$ cat src/design/kcrl_pkg.sv
`timescale 1ns / 1ps
`default_nettype none
package kcrl_pkg;

	localparam int ENTRIES  = 16;
	localparam int KEY_BITS = 64;
	localparam int IDX_W    = (ENTRIES > 1) ? $clog2(ENTRIES) : 1;

	typedef enum logic [1:0] {
		OUT_BYPASS    = 2'd0,
		OUT_LIMITED   = 2'd1,
		OUT_REFRESHED = 2'd2,
		OUT_INSERTED  = 2'd3
	} outcome_t;

	typedef enum logic [1:0] {
		ST_IDLE,
		ST_SEARCH,
		ST_FINISH
	} state_t;

	typedef struct packed {
		logic [63:0] key_tag;
		logic        key_present;
		logic [31:0] cooldown;
		logic [63:0] now_time;
	} in_t;

	typedef struct packed {
		logic       limited;
		logic [1:0] outcome;
	} out_t;

	typedef struct packed {
		logic [KEY_BITS-1:0] key;
		logic [31:0]         cool;
		logic [63:0]         now;
	} req_t;

	typedef struct packed {
		logic active;
		logic hit;
		logic lim;
	} link_t;

	typedef struct packed {
		logic             ins;
		logic [IDX_W-1:0] slot;
	} wr_t;

endpackage
`default_nettype wire

$ cat src/design/kcrl_cell.sv
`timescale 1ns / 1ps
`default_nettype none
module kcrl_cell (
	input  wire                    clk,
	input  wire                    arst_n,
	input  wire [kcrl_pkg::IDX_W-1:0] idx,
	input  kcrl_pkg::req_t         req,
	input  kcrl_pkg::wr_t          wr,
	input  kcrl_pkg::link_t        link_in,
	output kcrl_pkg::link_t        link_out
);
	import kcrl_pkg::*;

	logic                valid_q;
	logic [KEY_BITS-1:0] key_q;
	logic [63:0]         stamp_q;
	link_t               link_q;
	logic                match;
	logic                lim_c;
	logic                sel;
	logic [63:0]         elapsed;

	assign elapsed = req.now - stamp_q;
	assign lim_c   = (req.now >= stamp_q) && (elapsed < {32'd0, req.cool});
	assign match   = link_in.active && !link_in.hit && valid_q && (key_q == req.key);
	assign sel     = wr.ins && (wr.slot == idx);

	always_ff @(posedge clk or negedge arst_n) begin
		if (!arst_n) begin
			valid_q <= 1'b0;
			link_q  <= '0;
		end else begin
			if (sel) begin
				valid_q <= 1'b1;
			end
			link_q.active <= link_in.active;
			link_q.hit    <= link_in.hit | match;
			link_q.lim    <= link_in.lim | (match & lim_c);
		end
	end

	always_ff @(posedge clk) begin
		if (sel) begin
			key_q   <= req.key;
			stamp_q <= req.now;
		end else if (match && !lim_c) begin
			stamp_q <= req.now;
		end
	end

	assign link_out = link_q;

endmodule
`default_nettype wire

$ cat config.mk
export PLATFORM = sky130hd
export DESIGN_NAME = kcrl_cell
export DESIGN_NICKNAME = d
export VERILOG_FILES = /design/src/design/kcrl_pkg.sv /design/src/design/kcrl_cell.sv
export SDC_FILE = /design/constraint.sdc
export NUM_CORES = 1
export LEC_CHECK = 0
export CORE_UTILIZATION = 62
export DETAILED_ROUTE_END_ITERATION = 12
export DONT_BUFFER_PORTS = 1
export PLACE_DENSITY_LB_ADDON = 0.12
export SYNTH_ARGS = -nofsm -noshare
export SYNTH_HDL_FRONTEND = slang
export SYNTH_SLANG_ARGS = --single-unit
$ cat constraint.sdc
create_clock -name clk -period 12 [get_ports clk]
set_clock_uncertainty 0.15 [all_clocks]
set_input_delay 3 -clock clk [delete_from_list [all_inputs] [get_ports clk]]
set_output_delay 3 -clock clk [all_outputs]
set_load 0.03 [all_outputs]
# Word level (Yosys, flattened, before mapping)
# Cells that the tools add are included.
# classes
bitwise_logic	3
magnitude_cmp	2
n_reduce_logical	9
add_sub_neg	1
muxes	2
eq_ne	2
# op_table
cell	n
$mux W64	2
$eq A64 B64 Y1	1
$ge A64 B64 Y1	1
$lt A64 B32 Y1	1
$sub A64 B64 Y64	1
$logic_and A1 B1 Y1	6
$eq A4 B4 Y1	1
$logic_not A1 Y1	2
$or A1 B1 Y1	2
$reduce_bool A2 Y1	1
$and A1 B1 Y1	1
# word_totals
in_bits	174
out_inout_bits	3
wordCells	25
reg_bits	132

# Longest topological paths before layout
# depth
word_depth	7
depth_mapped	23
depth_no_buf	23

# Least setup slack after synthesis
# OpenSTA, ideal clock, no wires.
# synth_timing
path_type	in2reg
startpoint	in idx[0] (netlist bit)
endpoint	reg stamp_q[0] (enable)
setup_time_ns	0.426
t_required_ns	11.424
setup_slack_ns	-0.436
path_stages	4
n_path_buf	0
arrival_time_ns	11.860
cell_sequence	inv_1 -> a222oi_1 -> nor4b_1 -> or2_1
# synth_between
elab_chain_len	3
# synth_rtl
item	line_no	source
start: declaration	kcrl_cell.sv:6	input wire [kcrl_pkg::IDX_W-1:0] idx,
$eq A4 B4 Y1	kcrl_cell.sv:26	assign sel = wr.ins && (wr.slot == idx);
$logic_and A1 B1 Y1	kcrl_cell.sv:26	
named net sel	kcrl_cell.sv:20	logic sel;
$reduce_bool A2 Y1 (no line)	--	
end signal: assignment	kcrl_cell.sv:45	stamp_q <= req.now;
end signal: assignment	kcrl_cell.sv:47	stamp_q <= req.now;
end: declaration	kcrl_cell.sv:16	logic [63:0] stamp_q;
# The timed path passes the listed nets, and every way through them passes these cells.
# A chain may end at the register's enable or synchronous reset.

# Final worst setup path
# layout_timing
startpoint	in req[0] (netlist bit)
endpoint	reg stamp_q[23] (enable)
# layout_between
elab_chain_len	6
# layout_rtl
item	line_no	source
start: declaration	kcrl_cell.sv:7	input kcrl_pkg::req_t req,
$sub A64 B64 Y64	kcrl_cell.sv:23	assign elapsed = req.now - stamp_q;
$lt A64 B32 Y1	kcrl_cell.sv:24	assign lim_c = (req.now >= stamp_q) && (elapsed < {32'd0, req.cool});
$logic_and A1 B1 Y1 *	kcrl_cell.sv:24	
$logic_not A1 Y1 *	kcrl_cell.sv:46	end else if (match && !lim_c) begin
$logic_and A1 B1 Y1 *	kcrl_cell.sv:46	
$reduce_bool A2 Y1 (no line) *	--	
# Every way passes the cells marked *; elsewhere a longest branch is shown, timed or not.

==> key figures <==
Status
  • Outcome: finished clean

Routing
  • DR pass1 iterations: 6
  • WL final: 29,500 um
  • Residual DRC count: 0
  • DR iter-0 viols: roughly 940
  • Average via count per standard cell: 6.48
  • Vias post-DR: about 9,000
  • Routed WL per cell: roughly 21 um
  • Final antenna-violating net count: 0

GRT
  • Vias in the first global route: roughly 9,000
  • Met2 Use GR: a little over half
  • Grt total ovfl: 0
  • First-pass GRT wire length: 46,100 um
  • Gr busiest metal: met2
  • Initial antenna violation count: 0
  • Met3 usage: 9.02%
  • Gr usage total: 33.5%
  • Largest net degree at the start of global routing: 67
  • Met1 Use GR: between 40% and 50%

Floorplanning
  • DIE AREA: about 0.018 mm2
  • Row cnt: between 40 and 50
  • Initial core utilization: 63.8%
  • Core Area: 0.0167 mm2
  • Die Span X: between 100 and 150 um
  • Die Ht: approximately 130 um
  • Ports: between 150 and 200

Power
  • Total power: around 1.4 mW
  • Reg power frac: a little under two fifths
  • Clock share of power: a little under two fifths
  • Internal: ~0.94 mW
  • Power per Cell Area: approximately 120 mW/mm2
  • Peak supply drop: roughly 0.11 mV
  • P_leak: around 4.4 nW
  • Switching Fraction: 32.4%
  • Gate power share: around a quarter
  • Switching Power: between 0.4 and 0.5 mW

STA
  • Highest Clock Rate: roughly 120 MHz
  • Slew Viols, Final: 0
  • Final hold violation count: 0
  • Slew margin rel.: between 30% and 40%
  • Final setup vio count: 0
  • Worst slew pin tran: 0.976 ns
  • Final Hold Slack: roughly 0.33 ns
  • Setup ws final: about 3.7 ns
  • RSZ-0062 raised after global routing: no
  • Final min period: around 8.3 ns
  • Setup_tns: 0 ns
  • Final period utilization: 68.8%

Synth
  • Yosys top cell area share: a little over a third
  • Async SR Flop Fraction: slightly above 3%
  • Most used DFF post-synth: edfxtp_1
  • Post-Syn Area: about 0.011 mm2
  • Netlist cell types: 88
  • Synth area leaders: edfxtp_1, ha_1, xnor2_1, a21oi_1, inv_1
  • Synthesis warning total: 0
  • Flop and latch count out of synthesis: roughly 130
  • EDFF count, synth: 128
  • Post-Syn Instances: 1,170
  • Sequential-to-total area share from yosys stat: 37.0%
  • Synth area leader: edfxtp_1
  • Mapped Avg Cell Area: 9.11 um2
  • Synthesized Nets: around 1,400

Final layout
  • Layout cells sized above 1: just over 6%
  • Fin nets: between 1,000 and 1,500
  • FILL cells: between 1,000 and 1,500
  • Final Cell Area: 0.0114 mm2
  • Layout overhead on the synthesized area: 6.54%
  • Final core occ: 68.0%
  • # diodes: 0
  • Post-Layout Cell Count: 1,390

Clock network
  • Total CTS buffers: 17
  • Max clock buf depth: 2
  • Clock Sinks: roughly 130
  • CTS root buf: clkbuf_16
  • Max H-tree Level: 4
  • Clk slew on worst S/H paths: about 0.060 ns
  • Setup Buffers After CTS: 0
  • CTS hold repair buffers: 0
  • Clk_lat worst skew: about 0.44 ns
  • CTS tree: built
  • Post_cts resized: 0

Placed design
  • Placed cells: approximately 1,400
  • Port buffer count: 0
  • DP HPWL: around 23,000 um
  • DP Worst Slack: approximately 3.4 ns
  • GP Congestion: around 1
  • Placed Area: between 0.01 and 0.015 mm2

Job
  • Max Cap Violations: 0

Worst setup path
  • Critical path class: in2reg
  • Crit path required time: approximately 12 ns
  • CP Capture Type: flip-flop
  • Crit path launch type: input pin
  • Critical path peak fanout: 64
  • Arr. time, crit path: 8.19 ns

Min path
  • Hold Crit Class: reg2reg
power by group through the flow:
stage               combinational (mW)  sequential (mW)  clock, mW
detailed placement               0.319            0.542          0
global route                     0.361            0.534      0.549
finish                           0.330            0.533      0.530
global placement                 0.316            0.541          0
CTS                              0.322            0.533      0.534
floorplan                        0.247            0.541          0
routing by layer:
metal / share of wire [%] / vias up / wire, um
met5: 0 / - / 0
li1: - / 4292 / -
met2: 44 / 489 / 12900
met1: 43 / 4147 / 12800
met4: 3.0 / 0 / 879
met3: 9.9 / 75 / 2920
worst paths after layout:
| check | startpoint | endpoint | slack [ns] | cells after the start |
|---|---|---|---|---|
| max reg2reg | stamp_q[0]$_DFFE_PP_ | stamp_q[23]$_DFFE_PP_ | 5.96 | 23 |
| min reg2reg | valid_q$_DFFE_PN0P_ | valid_q$_DFFE_PN0P_ | 0.33 | 1 |
| min in group asynchronous | arst_n | valid_q$_DFFE_PN0P_ | 2.10 | 0 |
| min | valid_q$_DFFE_PN0P_ | valid_q$_DFFE_PN0P_ | 0.33 | 1 |
| max | req[0] | stamp_q[23]$_DFFE_PP_ | 3.74 | 24 |
| max in group asynchronous | arst_n | link_out[1]$_DFF_PN0_ | 9.54 | 0 |
cells in the mapped netlist, types with 7 or more instances:
library cell and count:
nand4_1 59, xor2_1 39, buf_2 22, edfxtp_1 128, nand2_1 111, o211ai_1 11, nor4_1 16, o21a_1 15
or3_1 7, inv_1 119, nor2_1 83, nand3_1 25, a21o_1 18, o22ai_1 7, o21bai_1 9, ha_1 95
xnor2_1 62, nor3_1 28, a21oi_1 101, o21ai_0 59
final cells by class:
cell class | count | area [um2] | area share, %
Clock buffer | 17 | 425 | 3.75
Inverter | 119 | 447 | 3.93
Timing Repair Buffer | 2 | 15.0 | 0.132
Tap cell | 220 | 275 | 2.42
Sequential cell | 132 | 3940 | 34.7
Clock inverter | 15 | 164 | 1.44
Multi-Input combinational cell | 885 | 6080 | 53.6
registers in the layout (all words and copies together) (netlist names):
| register | flops |
|---|---|
| key_q | 64 |
| stamp_q | 64 |
| link_out | 3 |
| valid_q | 1 |
kinds of logic (layout without fill, tap and decap cells):
logic type | Yosys count | after routing | synth area share (%)
AND/OR/NAND/NOR | 372 | 372 | 17.2
AO/OA/AOI/OAI | 310 | 310 | 19.5
buffers and inverters | 153 | 153 | 6.05
flip-flops | 132 | 132 | 37.0
XOR/XNOR | 101 | 101 | 8.30
adder cells (fa/ha/maj) | 96 | 96 | 11.3
multiplexers | 6 | 6 | 0.599
cell usage in the layout (no fill, tap or decap), types with 17 or more instances in the layout:
cell,count
nand3_1,25
edfxtp_1,128
o21ai_0,59
nor2_1,83
nor3_1,28
clkbuf_16,17
ha_1,95
a21oi_1,101
a21o_1,18
xor2_1,39
xnor2_1,62
nand4_1,59
nand2_1,111
inv_1,119
worst max-delay path: stages:
cell and delay [ns]:
inv_1 0.03, ha_1 0.21, fa_1 0.42, nor2b_1 0.21
o21a_1 0.19, o311ai_2 0.14, a21oi_1 0.36, a21boi_0 0.21
nor2_1 0.14, nor2_1 0.06, xnor2_1 0.15, ha_1 0.31
a21oi_1 0.15, nand2_1 0.08, a222oi_1 0.24, nand4_1 0.14
nor4_1 0.35, nand4b_1 0.13, nor4_1 0.27, nand4_1 0.16
nor4_2 0.36, a41oi_1 0.15, or2_2 0.30, buf_4 0.38
(Power assumes the default switching activity.)
