**src/design/kcrl_pkg.sv**
```systemverilog
`timescale 1ns / 1ps
`default_nettype none
package kcrl_pkg;

	localparam int ENTRIES  = 16;
	localparam int KEY_BITS = 64;
	localparam int IDX_W    = (ENTRIES > 1) ? $clog2(ENTRIES) : 1;

	typedef enum logic [1:0] {
		OUT_BYPASS    = 2'd0,
		OUT_LIMITED   = 2'd1,
		OUT_REFRESHED = 2'd2,
		OUT_INSERTED  = 2'd3
	} outcome_t;

	typedef enum logic [1:0] {
		ST_IDLE,
		ST_SEARCH,
		ST_FINISH
	} state_t;

	typedef struct packed {
		logic [63:0] key_tag;
		logic        key_present;
		logic [31:0] cooldown;
		logic [63:0] now_time;
	} in_t;

	typedef struct packed {
		logic       limited;
		logic [1:0] outcome;
	} out_t;

	typedef struct packed {
		logic [KEY_BITS-1:0] key;
		logic [31:0]         cool;
		logic [63:0]         now;
	} req_t;

	typedef struct packed {
		logic active;
		logic hit;
		logic lim;
	} link_t;

	typedef struct packed {
		logic             ins;
		logic [IDX_W-1:0] slot;
	} wr_t;

endpackage
`default_nettype wire

```
**src/design/kcrl_ctrl.sv**
```systemverilog
`timescale 1ns / 1ps
`default_nettype none
module kcrl_ctrl (
	input  wire              clk,
	input  wire              arst_n,
	input  wire              req_valid,
	output logic             req_ready,
	input  wire              bypass,
	input  kcrl_pkg::link_t  tail,
	output logic             start,
	output kcrl_pkg::wr_t    wr,
	output logic             rsp_valid,
	input  wire              rsp_ready,
	output kcrl_pkg::out_t   rsp
);
	import kcrl_pkg::*;

	state_t           state_q, state_d;
	logic [IDX_W-1:0] victim_q;
	outcome_t         res_q;
	logic             rsp_valid_q;
	out_t             rsp_q;
	logic             accept;
	logic             load;
	logic             tail_done;

	assign accept    = req_valid && req_ready;
	assign tail_done = (state_q == ST_SEARCH) && tail.active;

	always_comb begin
		state_d = state_q;
		unique case (state_q)
			ST_IDLE: begin
				if (req_valid) begin
					state_d = bypass ? ST_FINISH : ST_SEARCH;
				end
			end
			ST_SEARCH: begin
				if (tail.active) begin
					state_d = ST_FINISH;
				end
			end
			ST_FINISH: begin
				if (!rsp_valid_q || rsp_ready) begin
					state_d = ST_IDLE;
				end
			end
			default: state_d = ST_IDLE;
		endcase
	end

	always_comb begin
		req_ready = 1'b0;
		start     = 1'b0;
		load      = 1'b0;
		wr.ins    = 1'b0;
		wr.slot   = victim_q;
		unique case (state_q)
			ST_IDLE: begin
				req_ready = 1'b1;
				start     = req_valid && !bypass;
			end
			ST_SEARCH: begin
				wr.ins = tail.active && !tail.hit;
			end
			ST_FINISH: begin
				load = !rsp_valid_q || rsp_ready;
			end
			default: ;
		endcase
	end

	always_ff @(posedge clk or negedge arst_n) begin
		if (!arst_n) begin
			state_q     <= ST_IDLE;
			victim_q    <= '0;
			rsp_valid_q <= 1'b0;
		end else begin
			state_q <= state_d;
			if (wr.ins) begin
				victim_q <= (victim_q == IDX_W'(ENTRIES - 1)) ? '0 : victim_q + 1'b1;
			end
			if (load) begin
				rsp_valid_q <= 1'b1;
			end else if (rsp_ready) begin
				rsp_valid_q <= 1'b0;
			end
		end
	end

	always_ff @(posedge clk) begin
		if (accept) begin
			res_q <= OUT_BYPASS;
		end else if (tail_done) begin
			if (!tail.hit) begin
				res_q <= OUT_INSERTED;
			end else if (tail.lim) begin
				res_q <= OUT_LIMITED;
			end else begin
				res_q <= OUT_REFRESHED;
			end
		end
		if (load) begin
			rsp_q.limited <= (res_q == OUT_LIMITED);
			rsp_q.outcome <= res_q;
		end
	end

	assign rsp_valid = rsp_valid_q;
	assign rsp       = rsp_q;

endmodule
`default_nettype wire

```
**config.mk**
```make
export PLATFORM = sky130hd
export DESIGN_NAME = kcrl_ctrl
export DESIGN_NICKNAME = d
export VERILOG_FILES = /design/src/design/kcrl_pkg.sv /design/src/design/kcrl_ctrl.sv
export SDC_FILE = /design/constraint.sdc
export NUM_CORES = 1
export LEC_CHECK = 0
export BUFFER_PORTS_ARGS = -buffer_cell sky130_fd_sc_hd__buf_4
export CORE_AREA = 2 2 39 41
export CTS_BUF_LIST = sky130_fd_sc_hd__clkbuf_2 sky130_fd_sc_hd__clkbuf_4 sky130_fd_sc_hd__clkbuf_8
export DETAILED_ROUTE_END_ITERATION = 7
export DIE_AREA = 0 0 41 43
export PLACE_DENSITY_LB_ADDON = 0.05
export SKIP_LAST_GASP = 1
export SLEW_MARGIN = 10
export SYNTH_ARGS = -nofsm -noshare
export SYNTH_HDL_FRONTEND = slang
export SYNTH_SLANG_ARGS = --single-unit
```
**constraint.sdc**
```tcl
create_clock -name clk -period 2.2 [get_ports clk]
set_clock_uncertainty 0.15 [all_clocks]
set_input_delay 0.44 -clock clk [delete_from_list [all_inputs] [get_ports clk]]
set_output_delay 0.44 -clock clk [all_outputs]
set_load 0.05 [all_outputs]
```
### Word-level counts from Yosys, hierarchy flattened

Cells that the tools add are included.

* register bits after elaboration: 12
* output and inout port bits: 11
* word-level logic and storage cells: 39

* $add $sub $neg: 1
* equality and inequality tests: 7
* mux-type cells: 14
* reductions and logical operators: 11

Operators with widths (number)
* $mux 2: 6
* $mux 1: 6
* $ne 2x2->1 const B: 3
* $pmux 2 s3: 1
* $add 4x1->4 const B: 1
* $eq 2x1->1 const B: 2
* $eq 4x4->1 const B: 1
* $logic_and 1x1->1: 4
* $mux 4: 1
* $logic_not 1->1: 3
* $reduce_and 3->1: 1
* $eq 2x2->1 const B: 1
* $logic_not 2->1: 1
* $reduce_bool 2->1: 1
* $logic_or 1x1->1: 1

### Depth between registers and ports, before layout

Gate-level depths: netlist (run 1).

* depth after elaboration: 4
* gate-level depth with buffers: 4
* mapped depth without buffers: 3

### Worst setup path after synthesis (run 1)

OpenSTA, ideal clock, no wires.

* path kind: reg2out
* from: register state_q[1]
* to: output port start
* arrival: 2078 ps
* data required time: 1610 ps
* path slack: -468 ps
* cell stages (with the launch flop): 4
* cell sequence: dfrtp_1 > nor2_1 > and2_1 > nor2b_1

* word-level cells in the longest chain between the ends: 2

Ends and longest elaborated chain
* from (decl): line kcrl_ctrl.sv:18 `state_t state_q, state_d;`
* from (signal assigned): line kcrl_ctrl.sv:79 `state_q <= state_d;`
* $logic_not 2->1: line kcrl_ctrl.sv:58 `unique case (state_q)`
* $mux 1: line kcrl_ctrl.sv:58
* to (decl): line kcrl_ctrl.sv:10 `output logic start,`

No other way between the ends.

### Final worst setup path (run 1)

Ends and elaborated chain as after synthesis.

==> impl_metrics.ini, run 1 <==
[run_status]
outcome = finished clean

[clock_tree]
cts_sinks = 12
cts_buffers = 3
cts_resized = 0
clk_pin_slew_ns = 0.07
cts_root_buffer = clkbuf_4
hold_buffers = 1
cts_buffer_depth = 2
clk_latency_ns = 0.26
cts_tree = done
cts-htree-levels = 1
cts_setup_buffers = 0

[yosys]
syn_avg_cell_area_um2 = 12.4
synthArstFlopShare_pct = 58.3
yosysSeqAreaShare_pct = 56.1
synth_nets = 53
yosysMostFrequentCell = dfrtp_1
ys_ff_latch = 12
synth_top_area_cell = dfrtp_1
yosysTopAreaCellShare_pct = 32.2
netlist_instances = 44
synth_edf_count = 3
synth_common_cells = dfrtp_1 (7), nor2_1 (5), nor2b_1 (4), edfxtp_1 (3)
yosys_warnings = 0
mappedNetlistArea_um2 = 544
yosys-top-cells-area = dfrtp_1 (32%), edfxtp_1 (17%), dfxtp_1 (7.4%)
ys.flop_type = dfrtp_1
yosysUniqueCellTypes = 21

[setup_path]
arrival_ns = 1.34
crit_buf_inv = 1
path_cells = nor2_2 -> and2_1 -> nor2b_2 -> buf_4
endpoint_kind = primary output
crit_path_top_delay_cell = dfrtp_1
required_ns = 1.61
cp_top_family = simple AND/OR/NAND/NOR gates
path_max_fanout = 6
r2r_cells = 3
cp.depth = 4
criticalPathCategory = reg2out
cp-start-kind = flip-flop
max_stage_delay_ns = 0.44

[route]
finalWirelength_um = 868
drtIter0Drc = 4
ant_nets = 0
wire_per_inst_um = 10.5
met2RoutedLength_um = 397
drc_errors = 0
viasPerCell = 4.90
route.top_layer_used = met4
m1WireLength_um = 396
vias = 407
firstDrtPassIters = 4
wl_met3_um = 61

[sta]
fin_crit_sh_pct = 87.9
slew_violations = 0
holdWs_ns = 0.220
slew_headroom_pct = 81.4
finalHoldViolCount = 0
fmax_ghz = 0.517
setup_viol = 0
rsz0062_at_grt = false
setup_tns_ns = 0
tightest_slew_ns = 0.278
fin_crit_ns = 1.93

[global_route]
grt_start_max_net_pins = 9
grt_pass1_vias = 365
track_usage_pct = 11.8
antenna_found_initial = 0
grt_pass1_wl_um = 1380
grt_remaining_overflow = 0

[power]
peakVddDrop_mv = 0.673
leakagePower_uw = 0.000344
power_uw = 915
pwr_density_cell_nw_per_um2 = 1240

[floorplanning]
die_w_um = 41
pin_count = 19
die_y_um = 43
initial_core_util_pct = 39.3
rows = 14
die_area_um2 = 1760
core_area_um2 = 1380

[cells_and_area]
n_antenna_cell = 0
drive_gt1_share_pct = 38.8
area_growth_pct = 35.4
nNetsFinal = 77
fin_util_pct = 53.3

[placement]
hpwl_um = 707
place_congestion = 0.597
port_buffers = 18

[hold_path]
whs_path_depth = 2
min_path_type = in2reg

[run]
cap_violations = 0
## per-stage QoR
stage | area, µm² | worst slack [ns] | instances
finish | 737 | 0.266 | 83
detailed placement | 701 | 0.538 | 78
CTS | 737 | 0.253 | 83
floorplan | 549 | 0.0307 | 44
global placement | 701 | 0.545 | 78
global route | 737 | 0.150 | 83
## final timing paths
check,from,to,slack [ns]
hold reg to reg,res_q[0],rsp[0],0.31
max in group asynchronous,arst_n,victim_q[0],1.41
hold / removal,tail[0],res_q[1],0.22
setup / recovery,state_q[1],start,0.27
setup reg to reg,state_q[1],victim_q[1],0.70
min in group asynchronous,arst_n,state_q[1],0.37
## cell families (layout without fill, tap and decap cells)
logic type	Yosys count	in the layout	synth area share [%]
simple gates	17	17	18.4
flops	12	12	56.1
compound gates	9	9	14.7
mux	2	2	4.14
buf+inv	2	25	2.76
fa+ha+maj	1	1	2.30
xor+xnor	1	1	1.61
## registers in the layout (all words and copies together), names as in the netlist
| signal | flops |
|---|---|
| victim_q | 4 |
| rsp | 3 |
| res_q | 2 |
| state_q | 2 |
| rsp_valid | 1 |
## worst register-to-register path: stages (launching register included)
cell      delay, ns
dfrtp_1        0.44
and4bb_1       0.32
buf_4          0.16
mux2_1         0.32
## area by class of cell
| type | instances | area, µm² |
|---|---|---|
| clock buffers | 3 | 22.5 |
| clock inverters | 1 | 3.75 |
| fillers | 139 | 647 |
| inverters | 1 | 3.75 |
| multi-input cells | 30 | 229 |
| flip-flops and latches | 12 | 305 |
| well taps | 16 | 20.0 |
| repair buffers | 20 | 153 |
## metal layers
metal / global-route usage (%) / vias to the layer above
li1: - / 210
met1: 14.3 / 181
met2: 17.2 / 14
met3: 1.57 / 2
met4: 10.0 / 0
met5: 0 / -
## placed cells by master (no fill, tap or decap)
master and n:
dfrtp_1 7, buf_4 19, a31oi_1 1, a41oi_2 2, nor2b_2 1, nor2_2 1
and2_1 1, o22ai_1 1, inv_1 1, xnor2_1 1, edfxtp_1 3, nand2_1 2
a21oi_1 2, nand2b_1 2, a21o_1 1, and3b_1 2, nor2_1 4, and4bb_1 1
dfxtp_1 2, dlygate4sd3_1 1, a311oi_1 2, nor2b_1 3, clkinv_1 1, clkbuf_4 3
ha_1 1, mux2_1 2
## power by group
group / leakage [µW] / internal, µW / switching, µW
Sequential: 0.000135 / 298 / 69.1
Clock: 0.0000154 / 65.4 / 63.8
Combinational: 0.000194 / 147 / 272
No activity file was read; power rests on OpenSTA's default activity.
==> run 2: changes to the inputs <==
Clock period 2.2 ns to 2.4 ns, I/O delays scaled along.
==> run 2 against run 1 <==
Net effect: sequential power down 7.6%; sequential share of layout area up 0.43 points; via count up 3.9%; count of clock-buffer cells in the layout unchanged; first-iteration DRC count down 50%; clock power down 6%; routed wire length up 12%; non-clock buffer count down 1; cell count down 1.2%; flip-flop and latch count unchanged; power down 7.9%; highest routed layer is now met3.
==> impl_metrics.ini, run 2 (same netlist as run 1, synthesis figures left out) <==
[run_status]
outcome = finished clean

[global_route]
gr-max-usage-layer = met2
grt_use_met3_pct = 6.28
grtUsageMet2_pct = 20.3
grt_remaining_overflow = 0
antenna_found_initial = 0
grt_use_met1_pct = 16.4
grt_pass1_vias = 391
grt_start_max_net_pins = 9
grt_pass1_wl_um = 1590
track_usage_pct = 13.7

[cells_and_area]
final_cell_mix = buf_4 (18), dfrtp_1 (7), nor2_1 (4)
nFillCells = 138
finalInstanceArea_um2 = 729
layout_commonest_cell = buf_4
regMostFlops = victim_q
nNetsFinal = 76
drive_gt1_share_pct = 37.9
n_antenna_cell = 0
area_growth_pct = 34.0
largest_register_ffs = 4
final_cells = 82

[placement]
port_buffers = 18
place_congestion = 0.661
dp.cells = 77
dpl-instance-area_um2 = 693

[power]
p_clk_share_pct = 14.3
p_int_uw = 467
switching_share_pct = 44.6
switchingPower_uw = 376
pwr-share-comb_pct = 45.5
p_seq_share_pct = 40.2
pwr_density_cell_nw_per_um2 = 1160
leakagePower_uw = 0.000339
peakVddDrop_mv = 0.510

[route]
wire_per_inst_um = 11.8
viasPerCell = 5.16
finalWirelength_um = 971
vias = 423
ant_nets = 0
firstDrtPassIters = 4
drtIter0Drc = 2
drc_errors = 0

[clock_tree]
hold_buffers = 1
cts_resized = 0
clk_latency_ns = 0.26
clk_pin_slew_ns = 0.07
cts-htree-levels = 1
cts_sinks = 12
cts_buffer_depth = 2
cts_buffers = 3
cts_root_buffer = clkbuf_4
cts_tree = done
cts_setup_buffers = 0

[sta]
setup_tns_ns = 0
setup_viol = 0
holdWs_ns = 0.264
fin_crit_sh_pct = 85.3
tightest_slew_ns = 0.295
rsz0062_at_grt = false
fin_crit_ns = 2.05
slew_violations = 0
slew_headroom_pct = 80.3
fmax_ghz = 0.488
finalHoldViolCount = 0

[setup_path]
required_ns = 1.77
path_cells = and4bb_1 -> buf_4
max_stage_delay_ns = 0.46
crit_buf_inv = 1
crit_path_top_delay_cell = and4bb_1
cp_top_family = simple AND/OR/NAND/NOR gates
criticalPathCategory = reg2out
arrival_ns = 1.42
path_max_fanout = 6
endpoint_kind = primary output
cp-start-kind = flip-flop

[hold_path]
min_path_type = in2reg

[floorplanning]
pin_count = 19
die_area_um2 = 1760
rows = 14
die_y_um = 43
die_w_um = 41
core_area_um2 = 1380
initial_core_util_pct = 39.3

[run]
cap_violations = 0
run 2: changes by cell type in the layout (fill, tap and decap cells not counted):
cell,previous run,this run
buf_4,19,18
run 2: power by group through the flow:
| stage | Combinational (µW) | Sequential [µW] | Clock (µW) |
|---|---|---|---|
| 2_1_floorplan | 137 | 473 | 0 |
| 6_report | 383 | 339 | 121 |
| 5_1_grt | 409 | 348 | 143 |
| 4_1_cts | 387 | 339 | 129 |
| 3_3_place_gp | 382 | 341 | 0 |
| 3_5_place_dp | 385 | 343 | 0 |
run 2: cell type report:
class	count	area, µm²	share of cell area, %
clock buffer	3	22.5	3.09
tap	16	20.0	2.74
multi-input combinational	30	229	31.4
sequential	12	305	41.9
inverter	1	3.75	0.515
clock inverter	1	3.75	0.515
timing repair buffer	19	145	19.9
run 2: metrics by stage:
stage	setup WS, ns	power [µW]	utilization, %
3_5_place_dp	0.463	728	50.1
6_report	0.352	843	52.7
4_1_cts	0.331	855	52.7
5_1_grt	0.267	899	52.7
3_3_place_gp	0.490	723	50.1
2_1_floorplan	0.191	610	-
run 2: path summary, 6_finish.rpt:
path	start	slack, ns	to	cells after the start
setup / recovery	state_q[1]	0.35	wr[4]	2
hold / removal	tail[0]	0.26	res_q[1]	2
setup reg to reg	state_q[1]	0.89	victim_q[1]	2
hold reg to reg	res_q[1]	0.31	rsp[1]	0
max in group asynchronous	arst_n	1.56	state_q[1]	2
min in group asynchronous	arst_n	0.42	victim_q[2]	2
run 2: per-layer routing:
layer,vias to the layer above,wire length [µm]
met5,-,0
met4,0,0
met3,0,65
met2,14,476
met1,203,429
li1,206,-
